## config.mk

```make
export PLATFORM = sky130hd
export DESIGN_NAME = fader_law_db_mapper
export DESIGN_NICKNAME = d
export VERILOG_FILES = /design/src/rtl/fldb_pkg.sv /design/src/rtl/fldb_div.sv /design/src/rtl/fldb_dp.sv /design/src/rtl/fldb_ctrl.sv /design/src/rtl/fader_law_db_mapper.sv
export SDC_FILE = /design/constraint.sdc
export NUM_CORES = 2
export LEC_CHECK = 0
export BUFFER_PORTS_ARGS = -buffer_cell sky130_fd_sc_hd__buf_2
export CAP_MARGIN = 10
export CORE_MARGIN = 2
export CORE_UTILIZATION = 60
export CTS_CLUSTER_SIZE = 30
export DETAILED_ROUTE_END_ITERATION = 10
export GPL_TIMING_DRIVEN = 1
export PLACE_DENSITY_LB_ADDON = 0.1
export SLEW_MARGIN = 25
export SYNTH_ARGS = -nofsm -noshare
export SYNTH_HDL_FRONTEND = slang
export SYNTH_SLANG_ARGS = --single-unit
export TNS_END_PERCENT = 10
```

## constraint.sdc

```tcl
create_clock -name aclk -period 9.05 [get_ports aclk]
set_clock_uncertainty 0.05 [all_clocks]
set_input_delay 0.4525 -clock aclk [delete_from_list [all_inputs] [get_ports aclk]]
set_output_delay 0.4525 -clock aclk [all_outputs]
set_load 0.05 [all_outputs]
```

## src/rtl/fldb_pkg.sv

```systemverilog
package fldb_pkg;

    // Build-time defaults
    localparam int MAX_POSITIONS_DEF = 1024;

    // Field and register widths
    localparam int POS_W     = 10;
    localparam int LEVEL_W   = 16;
    localparam int RES_CFG_W = 11;
    localparam int FRAC_W    = 17;
    localparam int ADDR_W    = 4;
    localparam int DATA_W    = 32;
    localparam int REG_IDX_W = 2;

    // Arithmetic
    localparam int FRAC_ONE      = 65536;
    localparam int FRAC_SHIFT    = 16;
    localparam int HUNDRED_DB_Q8 = 25600;
    localparam int COEF_W        = 18;  // 25600 + top + 2*half
    localparam int QUO_W         = 17;  // quotient magnitude bits
    localparam int ACC_W         = 20;
    localparam int LEVEL_MAX     = 32767;
    localparam int LEVEL_MIN     = -32768;

    // Register map
    localparam logic [REG_IDX_W-1:0] REG_POSITIONS = 2'd0;
    localparam logic [REG_IDX_W-1:0] REG_HALF      = 2'd1;
    localparam logic [REG_IDX_W-1:0] REG_TOP       = 2'd2;
    localparam logic [REG_IDX_W-1:0] REG_CUTOFF    = 2'd3;

    localparam logic [RES_CFG_W-1:0]      RST_POSITIONS = 11'd1024;
    localparam logic signed [LEVEL_W-1:0] RST_HALF      = -16'sd2560;
    localparam logic signed [LEVEL_W-1:0] RST_TOP       = 16'sd2560;
    localparam logic [FRAC_W-1:0]         RST_CUTOFF    = 17'd13107;

    // Request opcodes
    localparam logic OP_POS_TO_DB = 1'b0;
    localparam logic OP_DB_TO_POS = 1'b1;

    // Step selection for one law evaluation
    localparam logic [1:0] P_SRC_POS  = 2'd0;
    localparam logic [1:0] P_SRC_ZERO = 2'd1;
    localparam logic [1:0] P_SRC_LAST = 2'd2;
    localparam logic [1:0] P_SRC_MID  = 2'd3;

    // Result selection
    localparam logic [2:0] RES_LEVEL = 3'd0;
    localparam logic [2:0] RES_ZERO  = 3'd1;
    localparam logic [2:0] RES_LAST  = 3'd2;
    localparam logic [2:0] RES_MID   = 3'd3;
    localparam logic [2:0] RES_LO    = 3'd4;

    typedef struct packed {
        logic                      op;
        logic [POS_W-1:0]          fader_position;
        logic signed [LEVEL_W-1:0] level_in_db;
    } in_item_t;

    typedef struct packed {
        logic signed [LEVEL_W-1:0] level_out_db;
        logic [POS_W-1:0]          position_out;
    } out_item_t;

    typedef struct packed {
        logic [RES_CFG_W-1:0]      positions_in_use;
        logic signed [LEVEL_W-1:0] half_range_db;
        logic signed [LEVEL_W-1:0] top_level_db;
        logic [FRAC_W-1:0]         cutoff_fraction;
    } cfg_t;

    typedef struct packed {
        logic       take;
        logic       setup;
        logic       csq;
        logic       p_load;
        logic [1:0] p_src;
        logic       mul;
        logic       mul2;
        logic       div_go;
        logic       div_att;
        logic       lin_acc;
        logic       att_acc;
        logic       sat;
        logic       srch_init;
        logic       srch_upd;
        logic       res_load;
        logic [2:0] res_src;
        logic       out_load;
    } cmd_t;

    typedef struct packed {
        logic op;
        logic below;
        logic div_done;
        logic key_le;
        logic key_ge;
        logic lo_gt_hi;
    } sts_t;

endpackage

```

## src/rtl/fldb_div.sv

```systemverilog
// Signed / unsigned restoring divider, one quotient bit per cycle.
// Quotient magnitude must fit QUO_W bits; truncates toward zero.
module fldb_div import fldb_pkg::*; #(
    parameter int STEP_W = $clog2(MAX_POSITIONS_DEF)
) (
    input  logic                       aclk,
    input  logic                       aresetn,
    input  logic                       start,
    input  logic signed [QUO_W+2*STEP_W:0] num,
    input  logic [2*STEP_W-1:0]        den,
    output logic                       done,
    output logic signed [QUO_W:0]      quo
);

    localparam int DEN_W = 2 * STEP_W;
    localparam int NUM_W = QUO_W + 1 + DEN_W;
    localparam int MAG_W = NUM_W - 1;
    localparam int CNT_W = $clog2(QUO_W + 1);

    logic [DEN_W-1:0] rem_reg, rem_next;
    logic [QUO_W-1:0] qr_reg;
    logic [DEN_W-1:0] den_reg;
    logic             neg_reg;
    logic [CNT_W-1:0] cnt_reg;
    logic             busy_reg;
    logic             done_reg;

    logic [NUM_W-1:0] num_abs;
    logic [DEN_W:0]   trial;
    logic             fits;
    logic [QUO_W:0]   q_ext;

    assign num_abs  = num[NUM_W-1] ? NUM_W'(-num) : NUM_W'(num);
    assign trial    = {rem_reg, qr_reg[QUO_W-1]};
    assign fits     = trial >= {1'b0, den_reg};
    assign rem_next = fits ? DEN_W'(trial - {1'b0, den_reg}) : trial[DEN_W-1:0];
    assign q_ext    = {1'b0, qr_reg};

    always_ff @(posedge aclk) begin
        if (!aresetn) begin
            busy_reg <= 1'b0;
            done_reg <= 1'b0;
            cnt_reg  <= '0;
        end else if (start) begin
            busy_reg <= 1'b1;
            done_reg <= 1'b0;
            cnt_reg  <= CNT_W'(QUO_W);
        end else if (busy_reg) begin
            cnt_reg <= cnt_reg - 1'b1;
            if (cnt_reg == CNT_W'(1)) begin
                busy_reg <= 1'b0;
                done_reg <= 1'b1;
            end
        end else begin
            done_reg <= 1'b0;
        end
    end

    always_ff @(posedge aclk) begin
        if (start) begin
            rem_reg <= num_abs[MAG_W-1:QUO_W];
            qr_reg  <= num_abs[QUO_W-1:0];
            den_reg <= den;
            neg_reg <= num[NUM_W-1];
        end else if (busy_reg) begin
            rem_reg <= rem_next;
            qr_reg  <= {qr_reg[QUO_W-2:0], fits};
        end
    end

    assign done = done_reg;
    assign quo  = neg_reg ? $signed(-q_ext) : $signed(q_ext);

endmodule

```

## src/rtl/fldb_dp.sv

```systemverilog
// Law datapath: setup of n and cutoff, two multiplies, shared divider,
// accumulate and saturate, binary search bounds, result registers.
module fldb_dp import fldb_pkg::*; #(
    parameter int MAX_POSITIONS = MAX_POSITIONS_DEF
) (
    input  logic      aclk,
    input  logic      aresetn,
    input  cmd_t      cmd,
    output sts_t      sts,
    input  in_item_t  s_data,
    input  cfg_t      cfg,
    output out_item_t m_data
);

    localparam int SW    = $clog2(MAX_POSITIONS);
    localparam int DEN_W = 2 * SW;
    localparam int NUM_W = QUO_W + 1 + DEN_W;
    localparam int CMP_W = (SW + 1 > RES_CFG_W) ? SW + 1 : RES_CFG_W;
    localparam int PCW   = (SW > POS_W) ? SW : POS_W;

    in_item_t                  item_reg;
    logic [SW-1:0]             n_reg;
    logic [SW-1:0]             c_reg;
    logic [DEN_W-1:0]          csq_reg;
    logic signed [COEF_W-1:0]  coef_reg;
    logic [SW-1:0]             p_reg;
    logic signed [NUM_W-1:0]   lin_num_reg;
    logic signed [NUM_W-1:0]   att_num_reg;
    logic [DEN_W-1:0]          dsq_reg;
    logic                      below_reg;
    logic signed [ACC_W-1:0]   acc_reg;
    logic signed [LEVEL_W-1:0] law_reg;
    logic [SW:0]               lo_reg;
    logic [SW:0]               hi_reg;
    out_item_t                 res_reg;
    out_item_t                 out_reg;

    logic [CMP_W-1:0]          res_ext, res_clamp;
    logic [SW-1:0]             n_next;
    logic signed [COEF_W-1:0]  coef_next;
    logic [FRAC_W-1:0]         frac_sat;
    logic [FRAC_W+SW-1:0]      c_prod;
    logic [SW-1:0]             pos_clamp;
    logic [SW+1:0]             lo_hi_sum;
    logic [SW-1:0]             mid;
    logic [SW-1:0]             p_sel;
    logic [SW-1:0]             diff;
    logic [SW-1:0]             d_val;
    logic signed [LEVEL_W:0]   half2;
    logic signed [LEVEL_W+SW+1:0] lin_prod;
    logic signed [COEF_W+DEN_W:0] att_prod;
    logic signed [NUM_W-1:0]   div_num;
    logic [DEN_W-1:0]          div_den;
    logic                      div_done;
    logic signed [QUO_W:0]     quo;
    logic [SW-1:0]             lo_lim;
    logic [SW-1:0]             res_pos;

    // Resolution clamp, n = res - 1
    assign res_ext   = CMP_W'(cfg.positions_in_use);
    assign res_clamp = (res_ext < CMP_W'(2)) ? CMP_W'(2) :
                       (res_ext > CMP_W'(MAX_POSITIONS)) ? CMP_W'(MAX_POSITIONS) : res_ext;
    assign n_next    = SW'(res_clamp - CMP_W'(1));

    assign coef_next = COEF_W'(HUNDRED_DB_Q8) + COEF_W'($signed(cfg.top_level_db))
                     + (COEF_W'($signed(cfg.half_range_db)) <<< 1);

    assign frac_sat = (cfg.cutoff_fraction > FRAC_W'(FRAC_ONE)) ? FRAC_W'(FRAC_ONE)
                                                                : cfg.cutoff_fraction;
    assign c_prod   = (FRAC_W+SW)'(frac_sat) * (FRAC_W+SW)'(n_reg);

    assign pos_clamp = (PCW'(item_reg.fader_position) > PCW'(n_reg)) ? n_reg
                     : SW'(item_reg.fader_position);

    assign lo_hi_sum = {1'b0, lo_reg} + {1'b0, hi_reg};
    assign mid       = lo_hi_sum[SW:1];

    always_comb begin
        case (cmd.p_src)
            P_SRC_POS:  p_sel = pos_clamp;
            P_SRC_ZERO: p_sel = '0;
            P_SRC_LAST: p_sel = n_reg;
            default:    p_sel = mid;
        endcase
    end

    assign diff     = n_reg - p_reg;
    assign d_val    = (p_reg < c_reg) ? (c_reg - p_reg) : '0;
    assign half2    = $signed({cfg.half_range_db, 1'b0});
    assign lin_prod = half2 * $signed({1'b0, diff});
    assign att_prod = coef_reg * $signed({1'b0, dsq_reg});

    assign div_num = cmd.div_att ? att_num_reg : lin_num_reg;
    assign div_den = cmd.div_att ? csq_reg : DEN_W'(n_reg);

    fldb_div #(
        .STEP_W(SW)
    ) u_div (
        .aclk    (aclk),
        .aresetn (aresetn),
        .start   (cmd.div_go),
        .num     (div_num),
        .den     (div_den),
        .done    (div_done),
        .quo     (quo)
    );

    assign lo_lim = (lo_reg > {1'b0, n_reg}) ? n_reg : lo_reg[SW-1:0];

    always_comb begin
        case (cmd.res_src)
            RES_LAST: res_pos = n_reg;
            RES_MID:  res_pos = mid;
            RES_LO:   res_pos = lo_lim;
            default:  res_pos = '0;
        endcase
    end

    always_ff @(posedge aclk) begin
        if (cmd.take) begin
            item_reg <= s_data;
            n_reg    <= n_next;
            coef_reg <= coef_next;
        end
        if (cmd.setup) begin
            c_reg <= SW'(c_prod >> FRAC_SHIFT);
        end
        if (cmd.csq) begin
            csq_reg <= DEN_W'(c_reg) * DEN_W'(c_reg);
        end
        if (cmd.p_load) begin
            p_reg <= p_sel;
        end
        if (cmd.mul) begin
            lin_num_reg <= NUM_W'(lin_prod);
            dsq_reg     <= DEN_W'(d_val) * DEN_W'(d_val);
            below_reg   <= p_reg < c_reg;
        end
        if (cmd.mul2) begin
            att_num_reg <= NUM_W'(att_prod);
        end
        if (cmd.lin_acc) begin
            acc_reg <= ACC_W'($signed(cfg.top_level_db)) + ACC_W'(quo);
        end else if (cmd.att_acc) begin
            acc_reg <= acc_reg - ACC_W'(quo);
        end
        if (cmd.sat) begin
            if (acc_reg > $signed(ACC_W'(LEVEL_MAX))) begin
                law_reg <= LEVEL_W'(LEVEL_MAX);
            end else if (acc_reg < $signed(ACC_W'(LEVEL_MIN))) begin
                law_reg <= LEVEL_W'(LEVEL_MIN);
            end else begin
                law_reg <= LEVEL_W'(acc_reg);
            end
        end
        if (cmd.srch_init) begin
            lo_reg <= '0;
            hi_reg <= {1'b0, n_reg};
        end else if (cmd.srch_upd) begin
            if (!sts.key_le) begin
                lo_reg <= {1'b0, mid} + 1'b1;
            end else begin
                hi_reg <= {1'b0, mid} - 1'b1;
            end
        end
        if (cmd.res_load) begin
            if (cmd.res_src == RES_LEVEL) begin
                res_reg.level_out_db <= law_reg;
                res_reg.position_out <= '0;
            end else begin
                res_reg.level_out_db <= '0;
                res_reg.position_out <= POS_W'(res_pos);
            end
        end
        if (cmd.out_load) begin
            out_reg <= res_reg;
        end
    end

    assign sts.op       = item_reg.op;
    assign sts.below    = below_reg;
    assign sts.div_done = div_done;
    assign sts.key_le   = $signed(item_reg.level_in_db) <= law_reg;
    assign sts.key_ge   = $signed(item_reg.level_in_db) >= law_reg;
    assign sts.lo_gt_hi = lo_reg > hi_reg;

    assign m_data = out_reg;

endmodule

```

## src/rtl/fldb_ctrl.sv

```systemverilog
// Sequencer: item intake, law evaluation steps, end checks and
// binary search, output register handshake.
module fldb_ctrl import fldb_pkg::*; (
    input  logic aclk,
    input  logic aresetn,
    input  logic s_valid,
    output logic s_ready,
    output logic m_valid,
    input  logic m_ready,
    input  sts_t sts,
    output cmd_t cmd
);

    localparam logic [3:0] ST_IDLE  = 4'd0;
    localparam logic [3:0] ST_SETUP = 4'd1;
    localparam logic [3:0] ST_CSQ   = 4'd2;
    localparam logic [3:0] ST_PSEL  = 4'd3;
    localparam logic [3:0] ST_MUL   = 4'd4;
    localparam logic [3:0] ST_MUL2  = 4'd5;
    localparam logic [3:0] ST_DLIN  = 4'd6;
    localparam logic [3:0] ST_DATT  = 4'd7;
    localparam logic [3:0] ST_SAT   = 4'd8;
    localparam logic [3:0] ST_CHECK = 4'd9;
    localparam logic [3:0] ST_LOOP  = 4'd10;
    localparam logic [3:0] ST_OUT   = 4'd11;

    // What the current law evaluation is for
    localparam logic [1:0] PH_OP0 = 2'd0;
    localparam logic [1:0] PH_BOT = 2'd1;
    localparam logic [1:0] PH_TOP = 2'd2;
    localparam logic [1:0] PH_MID = 2'd3;

    logic [3:0] state_reg, state_next;
    logic [1:0] phase_reg, phase_next;
    logic       m_valid_reg;

    always_comb begin
        cmd        = '0;
        state_next = state_reg;
        phase_next = phase_reg;
        unique case (state_reg)
            ST_IDLE: begin
                if (s_valid) begin
                    cmd.take   = 1'b1;
                    state_next = ST_SETUP;
                end
            end
            ST_SETUP: begin
                cmd.setup  = 1'b1;
                state_next = ST_CSQ;
            end
            ST_CSQ: begin
                cmd.csq    = 1'b1;
                phase_next = (sts.op == OP_DB_TO_POS) ? PH_BOT : PH_OP0;
                state_next = ST_PSEL;
            end
            ST_PSEL: begin
                cmd.p_load = 1'b1;
                unique case (phase_reg)
                    PH_OP0:  cmd.p_src = P_SRC_POS;
                    PH_BOT:  cmd.p_src = P_SRC_ZERO;
                    PH_TOP:  cmd.p_src = P_SRC_LAST;
                    default: cmd.p_src = P_SRC_MID;
                endcase
                state_next = ST_MUL;
            end
            ST_MUL: begin
                cmd.mul    = 1'b1;
                state_next = ST_MUL2;
            end
            ST_MUL2: begin
                cmd.mul2   = 1'b1;
                cmd.div_go = 1'b1;
                state_next = ST_DLIN;
            end
            ST_DLIN: begin
                if (sts.div_done) begin
                    cmd.lin_acc = 1'b1;
                    if (sts.below) begin
                        cmd.div_go  = 1'b1;
                        cmd.div_att = 1'b1;
                        state_next  = ST_DATT;
                    end else begin
                        state_next = ST_SAT;
                    end
                end
            end
            ST_DATT: begin
                if (sts.div_done) begin
                    cmd.att_acc = 1'b1;
                    state_next  = ST_SAT;
                end
            end
            ST_SAT: begin
                cmd.sat    = 1'b1;
                state_next = ST_CHECK;
            end
            ST_CHECK: begin
                unique case (phase_reg)
                    PH_OP0: begin
                        cmd.res_load = 1'b1;
                        cmd.res_src  = RES_LEVEL;
                        state_next   = ST_OUT;
                    end
                    PH_BOT: begin
                        if (sts.key_le) begin
                            cmd.res_load = 1'b1;
                            cmd.res_src  = RES_ZERO;
                            state_next   = ST_OUT;
                        end else begin
                            phase_next = PH_TOP;
                            state_next = ST_PSEL;
                        end
                    end
                    PH_TOP: begin
                        if (sts.key_ge) begin
                            cmd.res_load = 1'b1;
                            cmd.res_src  = RES_LAST;
                            state_next   = ST_OUT;
                        end else begin
                            cmd.srch_init = 1'b1;
                            phase_next    = PH_MID;
                            state_next    = ST_LOOP;
                        end
                    end
                    default: begin
                        if (sts.key_le && sts.key_ge) begin
                            cmd.res_load = 1'b1;
                            cmd.res_src  = RES_MID;
                            state_next   = ST_OUT;
                        end else begin
                            cmd.srch_upd = 1'b1;
                            state_next   = ST_LOOP;
                        end
                    end
                endcase
            end
            ST_LOOP: begin
                if (sts.lo_gt_hi) begin
                    cmd.res_load = 1'b1;
                    cmd.res_src  = RES_LO;
                    state_next   = ST_OUT;
                end else begin
                    state_next = ST_PSEL;
                end
            end
            ST_OUT: begin
                if (!m_valid_reg || m_ready) begin
                    cmd.out_load = 1'b1;
                    state_next   = ST_IDLE;
                end
            end
            default: begin
                state_next = ST_IDLE;
            end
        endcase
    end

    always_ff @(posedge aclk) begin
        if (!aresetn) begin
            state_reg   <= ST_IDLE;
            phase_reg   <= PH_OP0;
            m_valid_reg <= 1'b0;
        end else begin
            state_reg <= state_next;
            phase_reg <= phase_next;
            if (cmd.out_load) begin
                m_valid_reg <= 1'b1;
            end else if (m_ready) begin
                m_valid_reg <= 1'b0;
            end
        end
    end

    assign s_ready = (state_reg == ST_IDLE);
    assign m_valid = m_valid_reg;

    a_one_request: assert property (@(posedge aclk) disable iff (!aresetn)
        (s_valid && s_ready) |=> !s_ready)
        else $error("second request taken while one is in flight");

    a_result_src: assert property (@(posedge aclk) disable iff (!aresetn)
        $rose(m_valid_reg) |-> ($past(state_reg) == ST_OUT))
        else $error("result valid raised outside output step");

    a_div_expected: assert property (@(posedge aclk) disable iff (!aresetn)
        sts.div_done |-> (state_reg == ST_DLIN || state_reg == ST_DATT))
        else $error("divider finished while sequencer not waiting");

endmodule

```

## src/rtl/fader_law_db_mapper.sv

```systemverilog
// Channel  | Ports                                   | Direction | Payload
// ---------+-----------------------------------------+-----------+-----------------------------
// request  | s_valid, s_ready, s_data                | in        | op, fader_position,
//          |                                         |           | level_in_db
// result   | m_valid, m_ready, m_data                | out       | level_out_db, position_out
// config   | psel, penable, pwrite, paddr, pwdata,   | in/out    | 4 registers at 0x0..0xC
//          | prdata, pready                          |           |
//
// Sequencing: one law evaluation runs the shared bit-serial divider for the
//   linear quotient and, below the cutoff step only, the attenuation quotient:
//   17 quotient bits each, one per cycle.
//   op 0 (position to dB): one evaluation per request.
//   op 1 (dB to position): two end evaluations plus up to k = floor(log2(res))+1
//   search probes.
// Reset: aresetn is synchronous, active low; registers return to 1024 steps,
//   half range -10 dB, top +10 dB, cutoff 0.2.
// Stalls: results sit in an output register; a request is taken once the
//   previous result has moved into it, even while that result still waits.
//   The sequencer only waits on a full output register in its final step.
module fader_law_db_mapper import fldb_pkg::*; #(
    parameter int MAX_POSITIONS = MAX_POSITIONS_DEF
) (
    input  logic              aclk,
    input  logic              aresetn,
    // APB-style configuration
    input  logic              psel,
    input  logic              penable,
    input  logic              pwrite,
    input  logic [ADDR_W-1:0] paddr,
    input  logic [DATA_W-1:0] pwdata,
    output logic [DATA_W-1:0] prdata,
    output logic              pready,
    // Request channel
    input  logic              s_valid,
    output logic              s_ready,
    input  in_item_t          s_data,
    // Result channel
    output logic              m_valid,
    input  logic              m_ready,
    output out_item_t         m_data
);

    cfg_t                 cfg_reg;
    logic                 cfg_wr;
    logic [REG_IDX_W-1:0] reg_idx;
    cmd_t                 cmd;
    sts_t                 sts;

    // Register file: word addressed, low address bits ignored
    assign pready  = 1'b1;
    assign cfg_wr  = psel && penable && pwrite;
    assign reg_idx = paddr[ADDR_W-1:2];

    always_ff @(posedge aclk) begin
        if (!aresetn) begin
            cfg_reg.positions_in_use <= RST_POSITIONS;
            cfg_reg.half_range_db    <= RST_HALF;
            cfg_reg.top_level_db     <= RST_TOP;
            cfg_reg.cutoff_fraction  <= RST_CUTOFF;
        end else if (cfg_wr) begin
            unique case (reg_idx)
                REG_POSITIONS: cfg_reg.positions_in_use <= pwdata[RES_CFG_W-1:0];
                REG_HALF:      cfg_reg.half_range_db    <= pwdata[LEVEL_W-1:0];
                REG_TOP:       cfg_reg.top_level_db     <= pwdata[LEVEL_W-1:0];
                default:       cfg_reg.cutoff_fraction  <= pwdata[FRAC_W-1:0];
            endcase
        end
    end

    // Readback: signed levels come back sign extended
    always_comb begin
        unique case (reg_idx)
            REG_POSITIONS: prdata = DATA_W'(cfg_reg.positions_in_use);
            REG_HALF:      prdata = DATA_W'($signed(cfg_reg.half_range_db));
            REG_TOP:       prdata = DATA_W'($signed(cfg_reg.top_level_db));
            default:       prdata = DATA_W'(cfg_reg.cutoff_fraction);
        endcase
    end

    // Sequencer
    fldb_ctrl u_ctrl (
        .aclk    (aclk),
        .aresetn (aresetn),
        .s_valid (s_valid),
        .s_ready (s_ready),
        .m_valid (m_valid),
        .m_ready (m_ready),
        .sts     (sts),
        .cmd     (cmd)
    );

    // Law arithmetic, search bounds and result registers
    fldb_dp #(
        .MAX_POSITIONS(MAX_POSITIONS)
    ) u_dp (
        .aclk    (aclk),
        .aresetn (aresetn),
        .cmd     (cmd),
        .sts     (sts),
        .s_data  (s_data),
        .cfg     (cfg_reg),
        .m_data  (m_data)
    );

endmodule

```

==> results.md <==
- Synth Register Bits: 421
- Buffers added on ports: 112
- Total number of vias: 38200
- Drt wl/cell: 19.5 um
- Syn_area_per_cell: 9.43 um^2
- Kind of critical path: flop to flop
- I/O pin count: 131
- Largest register FFs: 60
- Ys async rst share: 0
- Post-route ant nets: 0
- Number of max-cap violations: 0
- CTS root buffer: clkbuf_16
- Grt ovf: 0
- Overall Power: 22000 uW
- TritonCTS Buffers: 49
- Slowest stage delay, CP: 0.57 ns
- Post-layout min period: 8.22 ns
- Initial core utilization: 0.604
- CTS tree: built
- Setup-failing EPs final: 0
- Pins Over Slew Limit: 0
- Worst EP required: 9.34 ns
- Seq/Total Area, Yosys: 0.229
- DIE AREA: 88000 um^2
- First-pass iteration count of the detailed router: 6
- Area contributors post-synth: fa_1 (25%), edfxtp_1 (20%), ha_1 (13%), inv_1 (6.4%), nand2_1 (5.2%)
- CP arrival: 8.50 ns
- Slowest CP cell: or4_1
- Post-synth top area share: 0.248
- VDD IR max: 0.773 mV
- Vias in the first global route: 38200
- RSZ-0062 raised after global routing: false
- Top_reg_cell synth: edfxtp_1
- Die width: 297 um
- Post-synth cell types: 98
- FP Rows: 107
- Cts repair resizes: 0
- WL final: 130 mm
- Total GRT Usage: 0.305
- Layout fillers: 7117
- Outcome: finished clean
- Nets: 6709
- HPWL Detailed: 103 mm
- GP Congestion: 0.940
- Vias/cell: 5.74
- Lkg Pwr: 0.0258 uW
- CTS H-tree lvls: 2
- Core area: 85000 um^2
- Most used cell along the critical path: fa_1
- Hold path depth: 3
- Dpl cell area: 52900 um^2
- Reg clk slew, reported paths: 0.06 ns
- # DRC: 0
- Clock buffer depth: 3
- Slew @ Worst Pin: 1.07 ns
- Largest area contributor in the netlist: fa_1
- Clk_lat worst skew: 0.62 ns
- Slew headroom: 0.286
- HP Class: primary input to flop
- Synth Warn #: 0
- Setup bufs post-CTS: 0
- Layout cell share with drive strength beyond 1: 0.0592
- Achievable Freq: 0.122 GHz
- Initial antenna violation count: 6
- Crit path max fanout: 12
- Largest net degree at the start of global routing: 60
- Worst Setup Start Kind: flop
- Final setup TNS: 0 ns
- Post-Synthesis Cells: 5446
- Crit. End Element: flop
- Iter 0 DRT Violations: 2976
- Final instance area: 54900 um^2
- Area grow syn2layout: 6.86%
- Fin. Hold Viols: 0
- Cell depth of the worst flop-to-flop path: 29
- First-pass GRT wire length: 209 mm
- Number of flops mapped to enable cells by yosys: 335
- Die Y-Extent: 297 um
- Cell Pwr Density: 402 nW/um^2
- Cell Area, Synth: 51400 um^2
- Tcrit/Tclk final: 0.908
- Clk sink count: 421
[cell usage after synthesis, types with 13 or more instances]
master and instances:
or3_1 33, and2_1 287, nor4_1 29, nand2_1 708, nor2_1 230, a31oi_1 17, nor3_1 75, o21a_1 53
a21oi_1 221, nand2b_1 63, o21bai_1 24, o22ai_1 18, clkbuf_1 186, o21ai_1 47, a211oi_1 17, buf_4 15
o31ai_1 21, o211ai_1 33, mux2i_1 32, nand3_1 65, nand4_1 28, fa_1 636, xor2_1 88, edfxtp_1 335
a22oi_1 13, a21o_1 57, dfxtp_1 86, nor2b_1 72, buf_2 14, ha_1 532, and3_1 23, inv_1 871
xnor2_1 185, o21ai_0 138
[layout make-up]
type	count	area, um^2	share of cell area
inverter	874	3280	0.0598
clock buffer	68	1430	0.0260
tap	1144	1430	0.0261
antenna	2	5.00	0.0000912
timing repair buffer	192	1230	0.0224
multi-input combinational	3933	35500	0.646
sequential	421	11800	0.215
clock inverter	23	256	0.00467
[where the power goes]
group	total [uW]	leakage [uW]	internal (uW)	switching, uW
combinational	16700	0.0213	7340	9360
clock	2070	0.000819	1220	848
sequential	3280	0.00374	3100	172
[what timing repair did]
| action | 4_1_cts | 5_1_grt |
|---|---|---|
| endpoints found under the setup margin | 0 | 0 |
| hold buffers | 27 | 0 |
| hold endpoints to repair | 27 | 0 |
[worst max-delay path, delay by kind of cell, from the launching register on]
kind            cells  cell delay (ns)
flops               1             0.50
xor+xnor            1             0.08
buf+inv             3             0.28
simple gates        6             1.79
compound gates     12             2.43
fa+ha+maj           7             2.81
[kinds of logic (layout without fill, tap and decap cells)]
kind of cell | Yosys count | in the layout | synth area share
other | 2 | 7 | 0.000146
buffers and inverters | 1095 | 1157 | 0.0816
XOR/XNOR | 273 | 273 | 0.0465
AO/OA/AOI/OAI | 764 | 764 | 0.0949
adder cells (fa/ha/maj) | 1168 | 1168 | 0.377
multiplexers | 53 | 53 | 0.0132
flip-flops | 421 | 421 | 0.229
AND/OR/NAND/NOR | 1670 | 1670 | 0.157
[worst paths after layout]
check,from,endpoint,slack [ns]
max,u_dp.p_reg[1],u_dp.lin_num_reg[26],0.83
min,pwdata[16],cfg_reg[16],0.08
max reg2reg,u_dp.p_reg[1],u_dp.lin_num_reg[26],0.83
min reg2reg,u_dp.res_reg[20],u_dp.m_data[20],0.37
[layout by cell type (no fill, tap or decap), types with 54 or more instances in the layout]
| cell type | Yosys | routed |
|---|---|---|
| edfxtp_1 | 335 | 335 |
| fa_1 | 636 | 636 |
| a21oi_1 | 221 | 220 |
| xor2_1 | 88 | 88 |
| nor2b_1 | 72 | 70 |
| dfxtp_1 | 86 | 86 |
| nand2_1 | 708 | 708 |
| buf_2 | 14 | 112 |
| ha_1 | 532 | 532 |
| o21ai_0 | 138 | 138 |
| a21o_1 | 57 | 56 |
| clkbuf_16 | 0 | 54 |
| nor3_1 | 75 | 68 |
| inv_1 | 871 | 870 |
| xnor2_1 | 185 | 185 |
| and2_1 | 287 | 286 |
| nand3_1 | 65 | 65 |
| nand2b_1 | 63 | 63 |
| nor2_1 | 230 | 226 |
[per-stage QoR]
step	util	worst slack, ns	hold slack (ns)	std cells
floorplan	-	1.69	0.350	5449
global placement	0.622	1.07	0.352	6537
detailed placement	0.622	0.902	0.355	6537
CTS	0.645	0.880	0.0550	6655
global route	0.646	0.281	0.0820	6655
finish	0.646	0.834	0.0840	6657
[per-layer routing]
layer,global-route usage,up-vias,wire length [um]
met1,0.441,18900,56900
met3,0.0325,209,9400
met2,0.489,1308,59400
met4,0.0886,2,3910
met5,0,-,11
li1,-,17800,-
No activity file was read; power rests on OpenSTA's default activity.
